## src/design/assert_macros.svh

```systemverilog
// Assertion macros used by the point weld table.
`ifndef ASSERT_MACROS_SVH
`define ASSERT_MACROS_SVH

// Checked on every rising clk edge outside reset.
`define PWT_ASSERT(label, prop, msg) \
	label: assert property (@(posedge clk) disable iff (!arst_n) (prop)) else $error(msg);

// Checked on every rising clk edge, reset included.
`define PWT_ASSERT_ALWAYS(label, prop, msg) \
	label: assert property (@(posedge clk) (prop)) else $error(msg);

`endif

```

## src/design/pwt_pkg.sv

```systemverilog
// Shared types and constants of the point weld table.
package pwt_pkg;

	localparam int unsigned PWT_DEPTH = 256;
	localparam logic [31:0] PWT_WELD_RESET = 32'd65536;
	localparam logic [15:0] PWT_USES_MAX = 16'hFFFF;

	typedef struct packed {
		logic signed [23:0] x;
		logic signed [23:0] y;
		logic signed [23:0] z;
	} pwt_pos_t;

	typedef struct packed {
		pwt_pos_t    pos;
		logic [15:0] radius;
		logic [15:0] angle;
		logic [15:0] uses;
	} pwt_entry_t;

	typedef enum logic [1:0] {
		PWT_IDLE,
		PWT_SCAN,
		PWT_FINISH
	} pwt_state_t;

endpackage

```

## src/design/pwt_dist.sv

```systemverilog
// Squared distance unit: registered per-axis squares, then saturating sum and compare.
module pwt_dist (
	input  logic               clk,
	input  pwt_pkg::pwt_pos_t  point,
	input  pwt_pkg::pwt_pos_t  stored,
	input  logic [31:0]        threshold,
	output logic               dist_lt
);
	import pwt_pkg::*;

	logic [24:0] diff [3];
	logic [24:0] mag  [3];
	logic [49:0] sq_s2 [3];
	logic [51:0] sum;
	logic [31:0] dist_sat;

	always_comb begin
		diff[0] = {point.x[23], point.x} - {stored.x[23], stored.x};
		diff[1] = {point.y[23], point.y} - {stored.y[23], stored.y};
		diff[2] = {point.z[23], point.z} - {stored.z[23], stored.z};
		for (int k = 0; k < 3; k++) begin
			// magnitude is at most 2^24-1 and fits 25 bits unsigned
			mag[k] = diff[k][24] ? 25'(-diff[k]) : diff[k];
		end
	end

	always_ff @(posedge clk) begin
		for (int k = 0; k < 3; k++) begin
			sq_s2[k] <= 50'(mag[k]) * 50'(mag[k]);
		end
	end

	always_comb begin
		sum      = 52'(sq_s2[0]) + 52'(sq_s2[1]) + 52'(sq_s2[2]);
		dist_sat = (|sum[51:32]) ? 32'hFFFF_FFFF : sum[31:0];
		dist_lt  = dist_sat < threshold;
	end

endmodule

```

## config.mk

```make
export PLATFORM = sky130hd
export DESIGN_NAME = pwt_dist
export DESIGN_NICKNAME = d
export VERILOG_FILES = /design/src/design/assert_macros.svh /design/src/design/pwt_pkg.sv /design/src/design/pwt_dist.sv
export SDC_FILE = /design/constraint.sdc
export NUM_CORES = 2
export LEC_CHECK = 0
export ABC_CLOCK_PERIOD_IN_PS = 10400
export BUFFER_PORTS_ARGS = -buffer_cell sky130_fd_sc_hd__buf_2
export CAP_MARGIN = 20
export CORE_UTILIZATION = 48
export CTS_CLUSTER_DIAMETER = 60
export CTS_CLUSTER_SIZE = 14
export DETAILED_ROUTE_END_ITERATION = 8
export HOLD_SLACK_MARGIN = 0.02
export PLACE_DENSITY = 0.69
export SYNTH_ARGS = -nofsm -noshare
export SYNTH_HDL_FRONTEND = slang
export SYNTH_SLANG_ARGS = --single-unit
```

## constraint.sdc

```tcl
create_clock -name clk -period 10.4 [get_ports clk]
set_input_delay 0.52 -clock clk [delete_from_list [all_inputs] [get_ports clk]]
set_output_delay 0.52 -clock clk [all_outputs]
set_load 0.1 [all_outputs]
```

==> metrics.md <==
| Metric | Value |
|---|---|
| Area of the multi-input gates | `0.0546 mm²` |
| FILL cells | `11,900` |
| Crit path top cell by count | `fa_1` |
| Slew HR | `29.6%` |
| YS warnings | `0` |
| Placed Instances | `9,919` |
| Async set-reset flop share out of synthesis | `0%` |
| Worst slack, placed | `-0.396 ns` |
| Worst-Margin Slew | `1.05 ns` |
| DRT Wirelength | `173 mm` |
| Initial core utilization | `48.4%` |
| Input/output buffers | `177` |
| Leading cell types in the layout, fill and taps excluded | `1,915 x inv_1, 1,445 x fa_1, 828 x buf_4, 680 x ha_1, 617 x nor2_1` |
| Failing checks | `design-rule violations` |
| CTS root buf | `clkbuf_16` |
| Status | `finished, violations left` |
| GRT met1 Usage | `34.4%` |
| Largest net degree at the start of global routing | `26` |
| Setup crit end kind | `flop` |
| Layout cell share with drive strength beyond 1 | `15.2%` |
| Gr busiest metal | `met2` |
| Met3 Use GR | `3.13%` |
| Longest Clk Path Bufs | `2` |
| RSZ-0062 raised after global routing | `yes` |
| TritonCTS clock tree | `done` |
| DRT iter0 DRCs | `3,292` |
| Seq cells post-synth | `147` |
| Area growth, synth to finish | `16.2%` |
| Diode count | `0` |
| Slew Viols, Final | `0` |
| Critical Path RT | `10.78 ns` |
| Slowest cell delay on critical path | `0.57 ns` |
| Max cap viols | `0` |
| Final hold vios | `0` |
| HPWL after DPL | `153 mm` |
| Min-Delay Path Class | `in2reg` |
| Post-synth EDFFs | `0` |
| Drc violations | `20` |
| Vias | `51,700` |
| Total CTS buffers | `17` |
| Drt wl/cell | `17.4 µm` |
| Crit Path Max Fanout | `5` |
| Fmax | `97.9 MHz` |
| Vias in the first global route | `55,700` |
| Crit path time final | `10.21 ns` |
| Hold_buf cts | `0` |
| Largest reg by FF count | `sq_s2` |
| Startpoint Class | `input port` |
| Nets | `10,500` |
| Worst setup path class | `in2reg` |
| Tcrit/Tclk final | `98.2%` |
| WP data arrival | `10.60 ns` |
| Non-Filler Instances | `9,981` |
| Placed Instance Area | `0.0738 mm²` |
| Final ANT Viol Nets | `0` |
| Reg clk slew, reported paths | `0.07 ns` |
| Die ar. | `0.136 mm²` |
| Max reg flops | `147` |
| RD Place Congestion | `0.968` |
| # rows | `134` |
| FF/Latch Area | `0.00294 mm²` |
| Dominant synthesized flop cell | `dfxtp_1` |
| Cell area after layout | `0.0752 mm²` |
| Final setup violation count | `0` |
| Clock Sinks | `147` |
| Core area | `0.134 mm²` |
| Commonest non-fill, non-tap cell in the layout | `inv_1` |
| Total congestion overflow | `0` |
| Via density per instance | `5.18` |
| GRT Total Usage | `26.1%` |
| Post-Syn Area | `0.0647 mm²` |
| Cells after Synth | `7,283` |
| Avg Cell Area, Syn | `8.88 µm²` |
| Met2 usage | `44.9%` |
| First drt pass iteration count | `8` |
| Initial antenna violation count | `2` |
| Die width | `369 µm` |
| Critical-path top delay cell | `fa_2` |
| First-pass GRT wire length | `282 mm` |
| H-tree Lvls | `4` |
| Yosys cell types | `102` |
| IO Pins | `178` |
| Die H | `369 µm` |
| Top flop regs | `sq_s2: 147 flops` |
| Seq/Total Area, Yosys | `4.55%` |
| Fin worst setup slack | `0.186 ns` |
==> metal layers <==
layer  routed length (µm)  share of wire (%)  vias to the layer above
met2                84800                 49                     1687
li1                     -                  -                    23900
met4                 5670                3.3                        0
met3                11100                6.4                      315
met1                71800                 41                    25800
met5                    0                  0                        -
==> kinds of logic after synthesis <==
family                   share of synthesized area [%]
XOR/XNOR                                          4.15
adder cells (fa/ha/maj)                           58.5
flip-flops                                        4.55
AND/OR/NAND/NOR                                   11.3
multiplexers                                     0.147
other                                           0.0116
buffers and inverters                             12.4
AO/OA/AOI/OAI                                     9.00
==> worst max-delay path: cells and delay by family <==
kind / cells / cell delay, ns
simple gates: 9 / 2.64
buf+inv: 7 / 0.54
fa+ha+maj: 10 / 4.32
xor+xnor: 2 / 0.27
compound gates: 13 / 2.29
==> layout make-up <==
cell class / instances / area share, %
Multi-Input combinational cell: 5062 / 72.6
Timing Repair Buffer: 1030 / 10.0
Inverter: 1942 / 9.70
Sequential cell: 147 / 3.91
Tap cell: 1768 / 2.94
Clock buffer: 20 / 0.607
Clock inverter: 12 / 0.193
==> Yosys cell counts (31+ instances only) <==
library cell / n / area [µm²]
and2_1: 31 / 194
dfxtp_1: 147 / 2940
nand4_1: 44 / 275
xnor2_1: 191 / 1670
o21ai_0: 167 / 836
nor2_1: 632 / 2370
ha_1: 693 / 8670
o21bai_1: 36 / 270
a211oi_1: 34 / 255
nand3_1: 56 / 280
fa_1: 1457 / 29200
clkbuf_1: 150 / 563
o21a_1: 55 / 413
a31oi_1: 34 / 213
nor3_1: 53 / 265
nand2_1: 614 / 2300
nand2b_1: 56 / 350
xor2_1: 106 / 928
a21oi_1: 234 / 1170
and3_1: 34 / 213
a21o_1: 142 / 1070
inv_1: 1925 / 7230
nor2b_1: 39 / 244
==> per-stage QoR <==
| stage | utilization, % | setup TNS, ns | hold WS (ns) |
|---|---|---|---|
| 2_1_floorplan | - | 0 | 0.869 |
| 3_3_place_gp | 55.2 | -1.88 | 1.54 |
| 3_5_place_dp | 55.2 | -5.14 | 1.52 |
| 4_1_cts | 55.6 | 0 | 1.04 |
| 5_1_grt | 56.3 | -0.598 | 1.06 |
| 6_report | 56.3 | 0 | 1.06 |
==> path summary, 6_finish.rpt <==
check / startpoint / endpoint / cells after the start
worst max-delay path: point[0] / sq_s2[0][147]$_DFF_P_ / 41
worst min-delay path: stored[25] / sq_s2[0][52]$_DFF_P_ / 5
==> repair_timing <==
action                     in CTS  in global routing
buffers inserted                0                 31
gates resized for setup         0                141
setup endpoints to repair       0                 40
Power is left out: the tool's default activity adds up to more than one toggle a clock period on the data nets, which glitch-free logic cannot reach.
