## src/design/assert_macros.svh

```systemverilog
// Assertion macros used by the point weld table.
`ifndef ASSERT_MACROS_SVH
`define ASSERT_MACROS_SVH

// Checked on every rising clk edge outside reset.
`define PWT_ASSERT(label, prop, msg) \
	label: assert property (@(posedge clk) disable iff (!arst_n) (prop)) else $error(msg);

// Checked on every rising clk edge, reset included.
`define PWT_ASSERT_ALWAYS(label, prop, msg) \
	label: assert property (@(posedge clk) (prop)) else $error(msg);

`endif

```

## src/design/pwt_ram.sv

```systemverilog
// Generic simple dual-port RAM, one write and one registered read port.
module pwt_ram #(
	parameter int unsigned WIDTH = 8,
	parameter int unsigned DEPTH = 16
) (
	input  logic                     clk,
	input  logic                     we,
	input  logic [$clog2(DEPTH)-1:0] waddr,
	input  logic [WIDTH-1:0]         wdata,
	input  logic                     re,
	input  logic [$clog2(DEPTH)-1:0] raddr,
	output logic [WIDTH-1:0]         rdata
);

	logic [WIDTH-1:0] mem_q [DEPTH];

	always_ff @(posedge clk) begin
		if (we) begin
			mem_q[waddr] <= wdata;
		end
		if (re) begin
			rdata <= mem_q[raddr];
		end
	end

endmodule

```

## config.mk

```make
export PLATFORM = sky130hd
export DESIGN_NAME = pwt_ram
export DESIGN_NICKNAME = d
export VERILOG_FILES = /design/src/design/assert_macros.svh /design/src/design/pwt_ram.sv
export SDC_FILE = /design/constraint.sdc
export NUM_CORES = 1
export LEC_CHECK = 0
export ABC_AREA = 0
export BUFFER_PORTS_ARGS = -buffer_cell sky130_fd_sc_hd__buf_2
export CORE_MARGIN = 1.5
export CORE_UTILIZATION = 30
export CTS_CLUSTER_DIAMETER = 80
export DETAILED_ROUTE_END_ITERATION = 10
export PLACE_DENSITY_LB_ADDON = 0.08
export RECOVER_POWER = 50
export SYNTH_ARGS = -nofsm -noshare
export SYNTH_HDL_FRONTEND = slang
export SYNTH_SLANG_ARGS = --single-unit
```

## constraint.sdc

```tcl
create_clock -name clk -period 4.3 [get_ports clk]
set_input_delay 0.86 -clock clk [delete_from_list [all_inputs] [get_ports clk]]
set_output_delay 0.86 -clock clk [all_outputs]
set_load 0.02 [all_outputs]
```

==> metrics.txt, run 1 <==
Setup TNS=0 ps; Clock power frac=44.7%; Boundary Pins=27; leakage=1.967 nW; headroom to the max-slew limit=32.79%; unrepaired setup endpoints after global routing=no; CORE AREA=17,180 sq um; worst-path fanout max=32; first-pass GRT wire length=15,950 microns; htree depth=4; # diodes=0; Avg Inst Size Synth=22.83 sq um; Min Hold Slack=763.7 ps; placer's final routability congestion estimate=0.6535; vias in the first global route=2,336; CP startpoint kind=primary input; hold crit path type=flop to flop; DP HPWL=6815 microns; fin crit period=2355 ps; Initial Util=30.43%; # fillers=1,617; vias per inst=4.595; FMAX=424.7 MHz; sequential power share=50.6%; max-slew violations=0; Clk pin slew, worst setup/hold paths=50 ps; Final Net Count=287; drt wl/cell=21.86 microns; element type at the critical path end=flop; chip height=135.0 microns; grt ovf=0; Root Buffer=clkbuf_16; YS warnings=0; Syn Std Cell Area=5228 sq um; outcome=completed; post-synthesis cell type count=18; Cell Chain, Critical Path=buf_2, buf_4, mux4_1, a22oi_1, nand2_1; area of the multi-input gates=1062 sq um; Pint=0.002382 W; maximum VDD drop=0.2532 mV; Seq. cell area=4084 sq um; pin count of the biggest net entering global routing=33; Worst Skew=5.758 ps; power per cell area=485.6 nW/um^2; Top delay family on crit path=multiplexers; CTS sink cnt=136; post-synthesis cell count=229; NetSw=0.0005883 W; Port-buffer cells=26; CTS Buffer Depth=2; Final setup viols=0; Buf/Inv on CP=2; path type of the worst setup path=primary input to flop; vias post-DR=2,325; sequential-to-total area share from yosys stat=78.12%; die width=135.0 microns; TritonCTS Buffers=17; #FFs+latches synth=136; DR pass1 iterations=4; Critical Path AT=2500 ps; ANT nets after route=0; CP max-delay cell=mux4_1; area grow syn2layout=16.99%; final WL=11,060 microns; Comb pwr share=4.6%; fin crit share=54.76%; Final Hold Violating Endpoints=0; Critical Path RT=4450 ps; total track usage=13.25%; Hold-fix buffers, CTS=0; DR DRC count=0; Slew @ Worst Pin=1004 ps; Skew-Pair Late Insertion Delay=410 ps; MaxCap Viol Count=0; row cnt=48; Post-CTS Setup Bufs=0; share of layout cells above drive strength 1=22.78%; 1st-iter DRT viols=133; CTS resizes=0; Die ar.=18,230 sq um; initial antenna violation count=0; switching fraction of total power=19.81%; Largest stage delay, worst path=630 ps; CTS tree=yes; Net Count, Synth=248
==> cell type report <==
class | count | area share (%)
flip-flops and latches | 136 | 66.78
clock buffers | 19 | 7.079
well taps | 225 | 4.603
clock inverters | 13 | 1.821
repair buffers | 30 | 2.353
multi-input cells | 83 | 17.37
==> path summary, 6_finish.rpt <==
check / from / cells past startpoint / end / slack (ps)
max: raddr[0] / 5 / rdata[1] / 1950
min: mem_q[8][5] / 3 / rdata[5] / 760
max reg2reg: mem_q[2][1] / 3 / rdata[1] / 2790
min reg2reg: mem_q[8][5] / 3 / rdata[5] / 760
==> worst min-delay path, cell delays in order, from the launching register on <==
cell and delay, ps:
edfxtp_1 310, mux4_1 210, a22oi_1 80, nand2_1 60
==> routing by layer <==
| metal | GRT usage [%] | wire length, microns | vias up |
|---|---|---|---|
| li1 | - | - | 1062 |
| met1 | 17.16 | 5059 | 1202 |
| met3 | 3.153 | 344 | 17 |
| met5 | 0 | 0 | - |
| met2 | 21.11 | 5439 | 44 |
| met4 | 6.272 | 217 | 0 |
==> registers in the layout, indices dropped and copies added, names as in the netlist <==
| name | count |
|---|---|
| mem_q | 128 |
| rdata | 8 |
==> power by group through the flow <==
stage	Clock [W]	Combinational (W)	Sequential, W
floorplan	0	0.0000754	0.00154
global route	0.00141	0.000151	0.00151
global placement	0	0.000144	0.00153
detailed placement	0	0.000144	0.00153
CTS	0.00136	0.000144	0.00150
finish	0.00133	0.000138	0.00150
==> placed cells by master (no fill, tap or decap) <==
master and instances:
nor2b_1 1, clkbuf_16 17, bufinv_16 2, and2_1 1, nand2_1 9, nor3_1 3, buf_2 16, clkinv_1 5
a22oi_1 16, buf_4 3, mux4_1 14, mux4_2 18, and2b_1 1, nand3b_1 2, clkinv_2 5, or3b_2 1
edfxtp_1 136, nand3_1 1, clkinvlp_4 1, nor3_2 1, clkbuf_1 13, nand2b_1 2, nor2_1 13
==> stage by stage <==
step	instance area, sq um	power (W)	worst slack (ps)	instances	utilization [%]
after floorplan	5228	0.001611	1947	229	-
after global placement	5588	0.001675	1451	474	32.53
after detailed placement	5588	0.001675	1433	474	32.53
after CTS	6132	0.003010	1873	506	35.70
after global routing	6116	0.003068	1841	506	35.61
final	6116	0.002970	1945	506	35.61
==> cells in the mapped netlist (all sizes together) <==
cell / n / area, sq um
a22oi: 16 / 120.1
and2: 1 / 6.260
and2b: 1 / 7.510
buf: 7 / 56.30
clkdlybuf4s25: 3 / 30.03
edfxtp: 136 / 4084
mux4: 32 / 773.2
nand2: 9 / 33.78
nand2b: 2 / 12.51
nand3: 1 / 5.000
nand3b: 2 / 15.01
nor2: 13 / 48.80
nor2b: 1 / 6.260
nor3: 4 / 20.02
or3b: 1 / 8.760
==> cell families (layout without fill, tap and decap cells) <==
logic type             count (synthesis)  count (layout)  share of synthesized area (%)
muxes                                 32              32                          14.79
and+or+nand+nor                       35              35                          3.136
buffers and inverters                 10              62                          1.651
DFF                                  136             136                          78.12
AOI/OAI and AO/OA                     16              16                          2.298
No activity file was read; power rests on OpenSTA's default activity.
==> run 2, diff against run 1 <==
==> constraint.sdc (replaced) <==
create_clock -name clk -period 2.05 [get_ports clk]
set_input_delay 0.41 -clock clk [delete_from_list [all_inputs] [get_ports clk]]
set_output_delay 0.41 -clock clk [all_outputs]
set_load 0.02 [all_outputs]
==> metrics.txt, run 2 (synthesized netlist as in run 1, its figures left out) <==
outcome=completed; leakage=2.091 nW; sequential power share=47.5%; Comb pwr share=4.7%; switching fraction of total power=20.17%; CTS Buffer Depth=2; Largest register FFs=128; Largest stage delay, worst path=560 ps; Critical Path RT=2200 ps; TritonCTS Buffers=17; DP HPWL=7239 microns; commonest non-fill, non-tap cell in the layout=edfxtp_1; ANT nets after route=0; drt wl/cell=21.34 microns; final core utilization=37.14%; path type of the worst setup path=primary input to flop; CTS tree=yes; Hold-fix buffers, CTS=0; Critical Path AT=1760 ps; fin crit share=78.35%; vias in the first global route=2,570; FMAX=622.6 MHz; Clk pin slew, worst setup/hold paths=60 ps; CP startpoint kind=primary input; Setup TNS=0 ps; pin count of the biggest net entering global routing=33; Final setup viols=0; placed insts=492; Clock power frac=47.8%; worst-path fanout max=14; 1st-iter DRT viols=234; row cnt=48; CORE AREA=17,180 sq um; Largest regs=mem_q x128, rdata x8; Die ar.=18,230 sq um; power per cell area=1040 nW/um^2; total track usage=13.74%; Slew @ Worst Pin=706.5 ps; Skew-Pair Late Insertion Delay=420 ps; Initial Util=30.43%; CTS sink cnt=136; die width=135.0 microns; Boundary Pins=27; headroom to the max-slew limit=52.90%; Finished Layout Cells=524; final WL=11,180 microns; Cell Chain, Critical Path=buf_2, buf_12, mux4_1, a22oi_1, nand2_1; hold crit path type=primary input to flop; htree depth=4; NetSw=0.001338 W; Root Buffer=clkbuf_16; grt ovf=0; Worst Skew=3.409 ps; Port-buffer cells=26; first-pass GRT wire length=16,820 microns; CP max-delay cell=mux4_1; DR DRC count=0; max-slew violations=0; Min Hold Slack=543.3 ps; CTS resizes=0; share of layout cells above drive strength 1=29.43%; Pint=0.005295 W; Top reg by flops=mem_q; Pwr Total=0.006633 W; vias post-DR=2,386; Post-CTS Setup Bufs=0; unrepaired setup endpoints after global routing=no; Final Hold Violating Endpoints=0; MaxCap Viol Count=0; fin crit period=1606 ps; vias per inst=4.553; placer's final routability congestion estimate=0.6557; element type at the critical path end=flop; chip height=135.0 microns; maximum VDD drop=0.5751 mV; initial antenna violation count=0; Final Net Count=305; DR pass1 iterations=6; area grow syn2layout=22.04%; commonest cells after routing, fill and taps aside=edfxtp_1 (136), mux4_2 (18), clkbuf_16 (17), buf_4 (17); # diodes=0
==> run 2: area by class of cell <==
cell class / count / area [sq um]
repair buffers: 48 / 329.1
clock buffers: 17 / 425.4
flip-flops and latches: 136 / 4084
fillers: 1618 / 10800
well taps: 225 / 281.5
multi-input cells: 83 / 1057
clock inverters: 15 / 202.7
==> run 2: final timing paths <==
path                    start          end  slack (ps)  depth (start not counted)
hold / removal       wdata[3]  mem_q[6][3]         540                          1
hold reg to reg   mem_q[8][1]     rdata[1]         750                          3
setup reg to reg  mem_q[8][4]     rdata[4]         490                          3
setup / recovery     raddr[0]     rdata[4]         440                          5
==> run 2: critical path, delay by kind of cell <==
family          cells  cell delay [ps]
simple gates        1              100
compound gates      1              350
mux                 1              560
buf+inv             2              340
==> run 2: routing by layer <==
metal  share of wire (%)  up-vias  GRT usage, %
met3                 4.3       13         4.317
met5                   0        -             0
li1                    -     1090             -
met2                  48       46         21.25
met4                 1.8        0         5.556
met1                  46     1237         18.06
==> run 2: metrics by stage <==
step                area (sq um)  setup slack [ps]
floorplan                   5228             147.1
global placement            5768            -62.52
detailed placement          5768            -60.43
CTS                         6396             382.1
global route                6380             383.3
finish                      6380             443.8
==> run 2: power by group through the flow <==
stage | Sequential, W | Combinational, W | Clock [W]
after floorplan | 0.00322 | 0.000158 | 0
after global placement | 0.00321 | 0.000327 | 0
after detailed placement | 0.00321 | 0.000329 | 0
after CTS | 0.00315 | 0.000330 | 0.00323
after global routing | 0.00316 | 0.000344 | 0.00337
final | 0.00315 | 0.000314 | 0.00317
